===== src/rtl/itws_pkg.sv =====
// ----------------------------------------------------------------------------
// Interpolated table waveshaper package
// Shared defaults, request codes and the result queue status type.
// ----------------------------------------------------------------------------
package itws_pkg;

  // Default geometry: 512 table intervals, Q3.20 samples.
  localparam int unsigned INTERVALS_DEF     = 512;
  localparam int unsigned SAMPLE_WIDTH_DEF  = 24;
  localparam int unsigned FRACTION_BITS_DEF = 20;

  // Depth of the result queue; it also bounds the shape requests in flight.
  localparam int unsigned RESULT_DEPTH_DEF  = 8;

  // Request codes carried by req_type.
  typedef enum logic {
    ReqShape = 1'b0,
    ReqWrite = 1'b1
  } req_type_e;

  // Status of the result queue, seen by the top level.
  typedef struct packed {
    logic full;
    logic empty;
  } fifo_status_t;

endpackage


===== src/rtl/itws_result_fifo.sv =====
// ----------------------------------------------------------------------------
// Interpolated table waveshaper result queue
// Small register FIFO that decouples the pipeline from the result channel.
// ----------------------------------------------------------------------------
module itws_result_fifo #(
  parameter int unsigned Width = 25,
  parameter int unsigned Depth = 8
) (
  input  logic                   clk_i,
  input  logic                   rst_ni,
  input  logic                   push_i,
  input  logic [Width-1:0]       push_data_i,
  input  logic                   pop_i,
  output logic [Width-1:0]       pop_data_o,
  output itws_pkg::fifo_status_t status_o
);
  import itws_pkg::*;

  localparam int unsigned PtrWidth = $clog2(Depth);
  localparam int unsigned CntWidth = $clog2(Depth + 1);

  logic [Width-1:0]    entries_q [Depth];
  logic [PtrWidth-1:0] wr_ptr_q, wr_ptr_d;
  logic [PtrWidth-1:0] rd_ptr_q, rd_ptr_d;
  logic [CntWidth-1:0] count_q, count_d;
  logic                do_push, do_pop;

  assign do_push = push_i && (count_q != CntWidth'(Depth));
  assign do_pop  = pop_i && (count_q != '0);

  always_comb begin
    wr_ptr_d = do_push ? wr_ptr_q + PtrWidth'(1) : wr_ptr_q;
    rd_ptr_d = do_pop ? rd_ptr_q + PtrWidth'(1) : rd_ptr_q;
    count_d  = count_q;
    if (do_push && !do_pop) begin
      count_d = count_q + CntWidth'(1);
    end else if (do_pop && !do_push) begin
      count_d = count_q - CntWidth'(1);
    end
  end

  always_ff @(posedge clk_i or negedge rst_ni) begin
    if (!rst_ni) begin
      wr_ptr_q <= '0;
      rd_ptr_q <= '0;
      count_q  <= '0;
    end else begin
      wr_ptr_q <= wr_ptr_d;
      rd_ptr_q <= rd_ptr_d;
      count_q  <= count_d;
    end
  end

  always_ff @(posedge clk_i) begin
    if (do_push) begin
      entries_q[wr_ptr_q] <= push_data_i;
    end
  end

  assign pop_data_o     = entries_q[rd_ptr_q];
  assign status_o.full  = (count_q == CntWidth'(Depth));
  assign status_o.empty = (count_q == '0);

endmodule


===== config.mk =====
export PLATFORM = sky130hd
export DESIGN_NAME = itws_result_fifo
export DESIGN_NICKNAME = d
export VERILOG_FILES = /design/src/rtl/itws_pkg.sv /design/src/rtl/itws_result_fifo.sv
export SDC_FILE = /design/constraint.sdc
export NUM_CORES = 1
export LEC_CHECK = 0
export BUFFER_PORTS_ARGS = -buffer_cell sky130_fd_sc_hd__buf_2
export CAP_MARGIN = 15
export CORE_MARGIN = 2
export CORE_UTILIZATION = 35
export CTS_CLUSTER_DIAMETER = 120
export DETAILED_ROUTE_END_ITERATION = 10
export GPL_ROUTABILITY_DRIVEN = 1
export GPL_TIMING_DRIVEN = 0
export MAX_ROUTING_LAYER = met4
export PLACE_DENSITY = 0.58
export SLEW_MARGIN = 5
export SYNTH_ARGS = -nofsm -noshare
export SYNTH_HDL_FRONTEND = slang
export SYNTH_SLANG_ARGS = --single-unit

===== constraint.sdc =====
create_clock -name clk_i -period 4.7 [get_ports clk_i]
set_input_delay 0.705 -clock clk_i [delete_from_list [all_inputs] [get_ports clk_i]]
set_output_delay 0.705 -clock clk_i [all_outputs]
set_load 0.01 [all_outputs]

Yosys cells after proc, flatten, opt, wreduce, memory -nomap -nowiden --
Memory sizes are Yosys's and may differ from the RTL's. Cells that the tools add are included.
Operators by class: equal/unequal tests 2, reduce and logical (&&, ||, !) cells 9, muxes and demuxes 4, add/subtract/negate cells 4
Operators by type and width (number):
- 4-bit two-way mux | 2
- 3-bit by 1-bit adder with 3-bit output (second input constant) | 2
- 4-bit by 1-bit adder with 4-bit output (second input constant) | 1
- 4-bit == test (second input constant) | 1
- 1-bit logical AND | 4
- 4-bit logical NOT | 1
- 4-bit inequality test (second input constant) | 1
- 4-bit nonzero test | 1
- 4-bit by 1-bit subtractor with 4-bit output (second input constant) | 1
- 1-bit logical NOT | 2
- 1-bit two-way mux | 2
- 2-bit nonzero test | 1
Storage, ports and cells: logic and storage cells 23, memories 1, memory bits (writable) 200, register bits after elaboration 10
Memory list:
- entries_q | depth 8, bits a word 25, read ports 1, clocked after Yosys merged registers in 0, write ports 1, RTL line itws_result_fifo.sv:22 | logic [Width-1:0] entries_q [Depth];

Logic depth before layout (Yosys ltp) --
depth after elaboration 6, depth in mapped cells 9, gate-level depth less buffers 9

Worst setup path before layout --
Ideal clock, no wire load.
kind input port to flip-flop, start input push_i, end memory entries_q[1][0] (enable), path buffers 0, required time 4262 ps, path slack 1687 ps, arrival 2574 ps, stages 2, library setup time 438 ps, cell sequence nand3_1 > nor3_1
Between the ends: cells in the longest elaborated chain, start to end 3
RTL lines:
- start, declared | RTL line itws_result_fifo.sv:11 | input logic push_i,
- 1-bit logical AND | RTL line itws_result_fifo.sv:28 | assign do_push = push_i && (count_q != CntWidth'(Depth));
- 1-bit two-way mux | RTL line itws_result_fifo.sv:55 | if (do_push) begin
- 1-bit two-way mux (not written as such) | RTL line itws_result_fifo.sv:56 | entries_q[wr_ptr_q] <= push_data_i;
- end, declared | RTL line itws_result_fifo.sv:22
Every way passes these cells.

Worst setup path after layout --
start register rd_ptr_q[1], end output pop_data_o[11]
Between the ends: cells in the longest elaborated chain, start to end 1
RTL lines:
- start, declared | RTL line itws_result_fifo.sv:24 | logic [PtrWidth-1:0] rd_ptr_q, rd_ptr_d;
- start signal, assigned | RTL line itws_result_fifo.sv:49 | rd_ptr_q <= rd_ptr_d;
- memory read 8 x 25 bit
- end, declared | RTL line itws_result_fifo.sv:14 | output logic [Width-1:0] pop_data_o,
Every way passes these cells.

==> results.txt <==
Outcome = finished, final reports clean
Hold slack final = 0.0729 ns
IO buf count = 55
Post-synth top area share = 71.9%
Compound-Gate Fraction of Synth Area = 0.824%
Initial antenna violation count = 1
Hold Vio Cnt, Final = 0
CTS buffer count = 21
Crit path launch type = flop
Slew @ Worst Pin = 0.999 ns
Die width = 158 um
Post-DRT Antenna Nets = 0
Worst hold path type = in2async
Max_cap viols = 0
Internal power = 4130 uW
CTS Sinks = 210
Area growth, synth to finish = 18.5%
Initial drt markers = 296
Worst VDD drop = 0.263 mV
Area leader, netlist = edfxtp_1
Simple-Gate Fraction of Synth Area = 1.65%
Clk_lat worst skew = 0.49 ns
Crit-path max FO = 10
RSZ-0062 raised after global routing = no
Slew headroom = 33.0%
Post-route DRC = 0
Post-Place Cells = 740
Final Net Count = 479
Maximum clock path buffer count = 3
Flop pwr share = 42.2%
Asr flop ratio synth = 4.76%
Switching share of power = 29.6%
Die height = 158 um
Vias/cell = 4.88
Post-synthesis xor/xnor area fraction = 0.629%
Synth area leaders = edfxtp_1 72%, mux4_1 15%, mux2_2 3.8%
Post-CTS Hold Fix Bufs = 0
Reg2reg start = count_q[0]
DRT Wirelength = 16.0 mm
Final Power = 5860 uW
Combinational power share = 33.1%
Synthesis-stage register bit count = 210
Arr. time, crit path = 2.54 ns
CP endpoint kind = output port
Vias = 3790
EDFF count, synth = 200
Netlist Area Pre-Place = 8350 um2
Total congestion overflow = 0
Clock Skews = 0.0164 ns
TritonCTS clock tree = done
Starting Density = 35.6%
Die area = 25100 um2
Register area share after synthesis = 74.9%
Post-DP HPWL = 10.3 mm
Total negative setup slack = 0 ns
Layout cells sized above 1 = 29.8%
Gpl congestion = 0.684
Clk pin slew, worst setup/hold paths = 0.06 ns
Final setup viols = 0
Reg2Reg Depth = 9
DP Area = 9310 um2
Period Utilization, post-route = 69.1%
Post-CTS Resized = 0
Worst Setup SP = rd_ptr_q[1]
Max Freq = 308 MHz
Gr usage total = 13.5%
DR pass1 iterations = 6
Synth cell types = 30
Setup CP Type = reg2out
Largest net degree at the start of global routing = 17
Switching power = 1730 uW
Post-synthesis mux area share = 19.6%
Fin area = 9900 um2
Root Buffer = clkbuf_16
Drt wl/cell = 20.6 um
Adder-Cell Fraction of Synth Area = 0.988%
Post-synth top flop = edfxtp_1
Pwr dens = 592 nW/um2
LEAKAGE = 0.00338 uW
Mapped Nets = 389
Cell row count = 56
Largest family of logic cells by synthesized area = multiplexers
Placeable core area = 23500 um2
Vias in the first global route = 4027
Critical path data required time = 3.99 ns
Yosys warns = 0
Avg Inst Size Synth = 23.6 um2
Final Max Tran Viols = 0
Io pins = 56
Post-Syn Instances = 354
H-tree depth = 1
Global-route wire length before repair = 23.8 mm
Final min period = 3.25 ns
Clk network pwr share = 24.7%
Setup repair bufs after CTS = 0
Fin cells = 777
==> cells in the mapped netlist (3+ instances only) <==
cell / instances
nor3_1: 3
inv_1: 4
mux2_2: 28
buf_6: 6
ha_1: 5
edfxtp_1: 200
nand3_1: 4
mux4_1: 49
clkbuf_1: 7
nor2_1: 7
xnor2_1: 5
nand2_1: 4
dfrtp_1: 10
==> cell families (layout without fill, tap and decap cells) <==
group / after synthesis / after routing
XOR/XNOR: 6 / 6
buffers and inverters: 20 / 123
adder cells (fa/ha/maj): 6 / 6
AND/OR/NAND/NOR: 26 / 26
flip-flops: 210 / 210
multiplexers: 79 / 79
AO/OA/AOI/OAI: 7 / 7
other: 0 / 1
==> through the flow <==
step | util, % | worst slack [ns]
3_5_place_dp | 39.7 | 1.81
5_1_grt | 42.2 | 1.33
2_1_floorplan | - | 1.69
3_3_place_gp | 38.5 | -0.471
6_report | 42.2 | 1.45
4_1_cts | 42.2 | 1.39
==> path summary, 6_finish.rpt <==
check / to / slack [ns]
max in group asynchronous: rd_ptr_q[2] / 4.43
hold / removal: count_q[1] / 0.07
hold reg to reg: wr_ptr_q[0] / 0.55
setup reg to reg: count_q[3] / 1.80
setup / recovery: pop_data_o[11] / 1.45
min in group clk_i: entries_q[1][18] / 0.47
==> layer usage <==
layer / vias to the layer above / wire [um] / global-route usage, %
met4: 0 / 323 / 3.99
met1: 1978 / 6610 / 16.0
met2: 69 / 8420 / 23.7
met3: 25 / 683 / 2.48
li1: 1718 / - / -
met5: - / 0 / -
==> flip-flops by register name, summed over array words and instances (netlist names) <==
| name | flops |
|---|---|
| entries_q | 200 |
| count_q | 4 |
| rd_ptr_q | 3 |
| wr_ptr_q | 3 |
==> critical path: stages (launching register included) <==
cell and delay (ns):
dfrtp_1 0.34, clkbuf_1 0.25, clkbuf_1 0.61, mux4_1 0.41
mux2_2 0.31, buf_2 0.15
==> power by group through the flow <==
stage | Sequential [uW] | Clock (uW) | Combinational (uW)
floorplan | 2490 | 0 | 1250
global placement | 2520 | 0 | 1820
detailed placement | 2520 | 0 | 1990
CTS | 2480 | 1490 | 2000
global route | 2500 | 1560 | 2100
finish | 2480 | 1450 | 1940
==> area by class of cell <==
type	instances	area, um2
Inverter	4	15.0
Tap cell	319	399
Clock buffer	24	537
Buffer	16	106
Antenna cell	1	2.50
Multi-Input combinational cell	124	2030
Timing Repair Buffer	67	504
Fill cell	2057	13600
Sequential cell	210	6260
Clock inverter	12	51.3
==> cells in the final DEF (no fill, tap or decap), drive strengths merged <==
cell type    n
edfxtp     200
buf         76
mux4        50
clkbuf      31
mux2        28
clkinv      11
dfrtp       10
nor2         7
xnor2        5
ha           5
inv          5
nand2        4
nand3        4
nor3         3
nand2b       2
nand3b       2
a21oi        2
o211ai       2
diode        1
or4b         1
nor4         1
o41ai        1
o21ai        1
xor2         1
or3          1
mux2i        1
or4          1
a2111o       1
fa           1
Power figures use the tool's default switching activity.
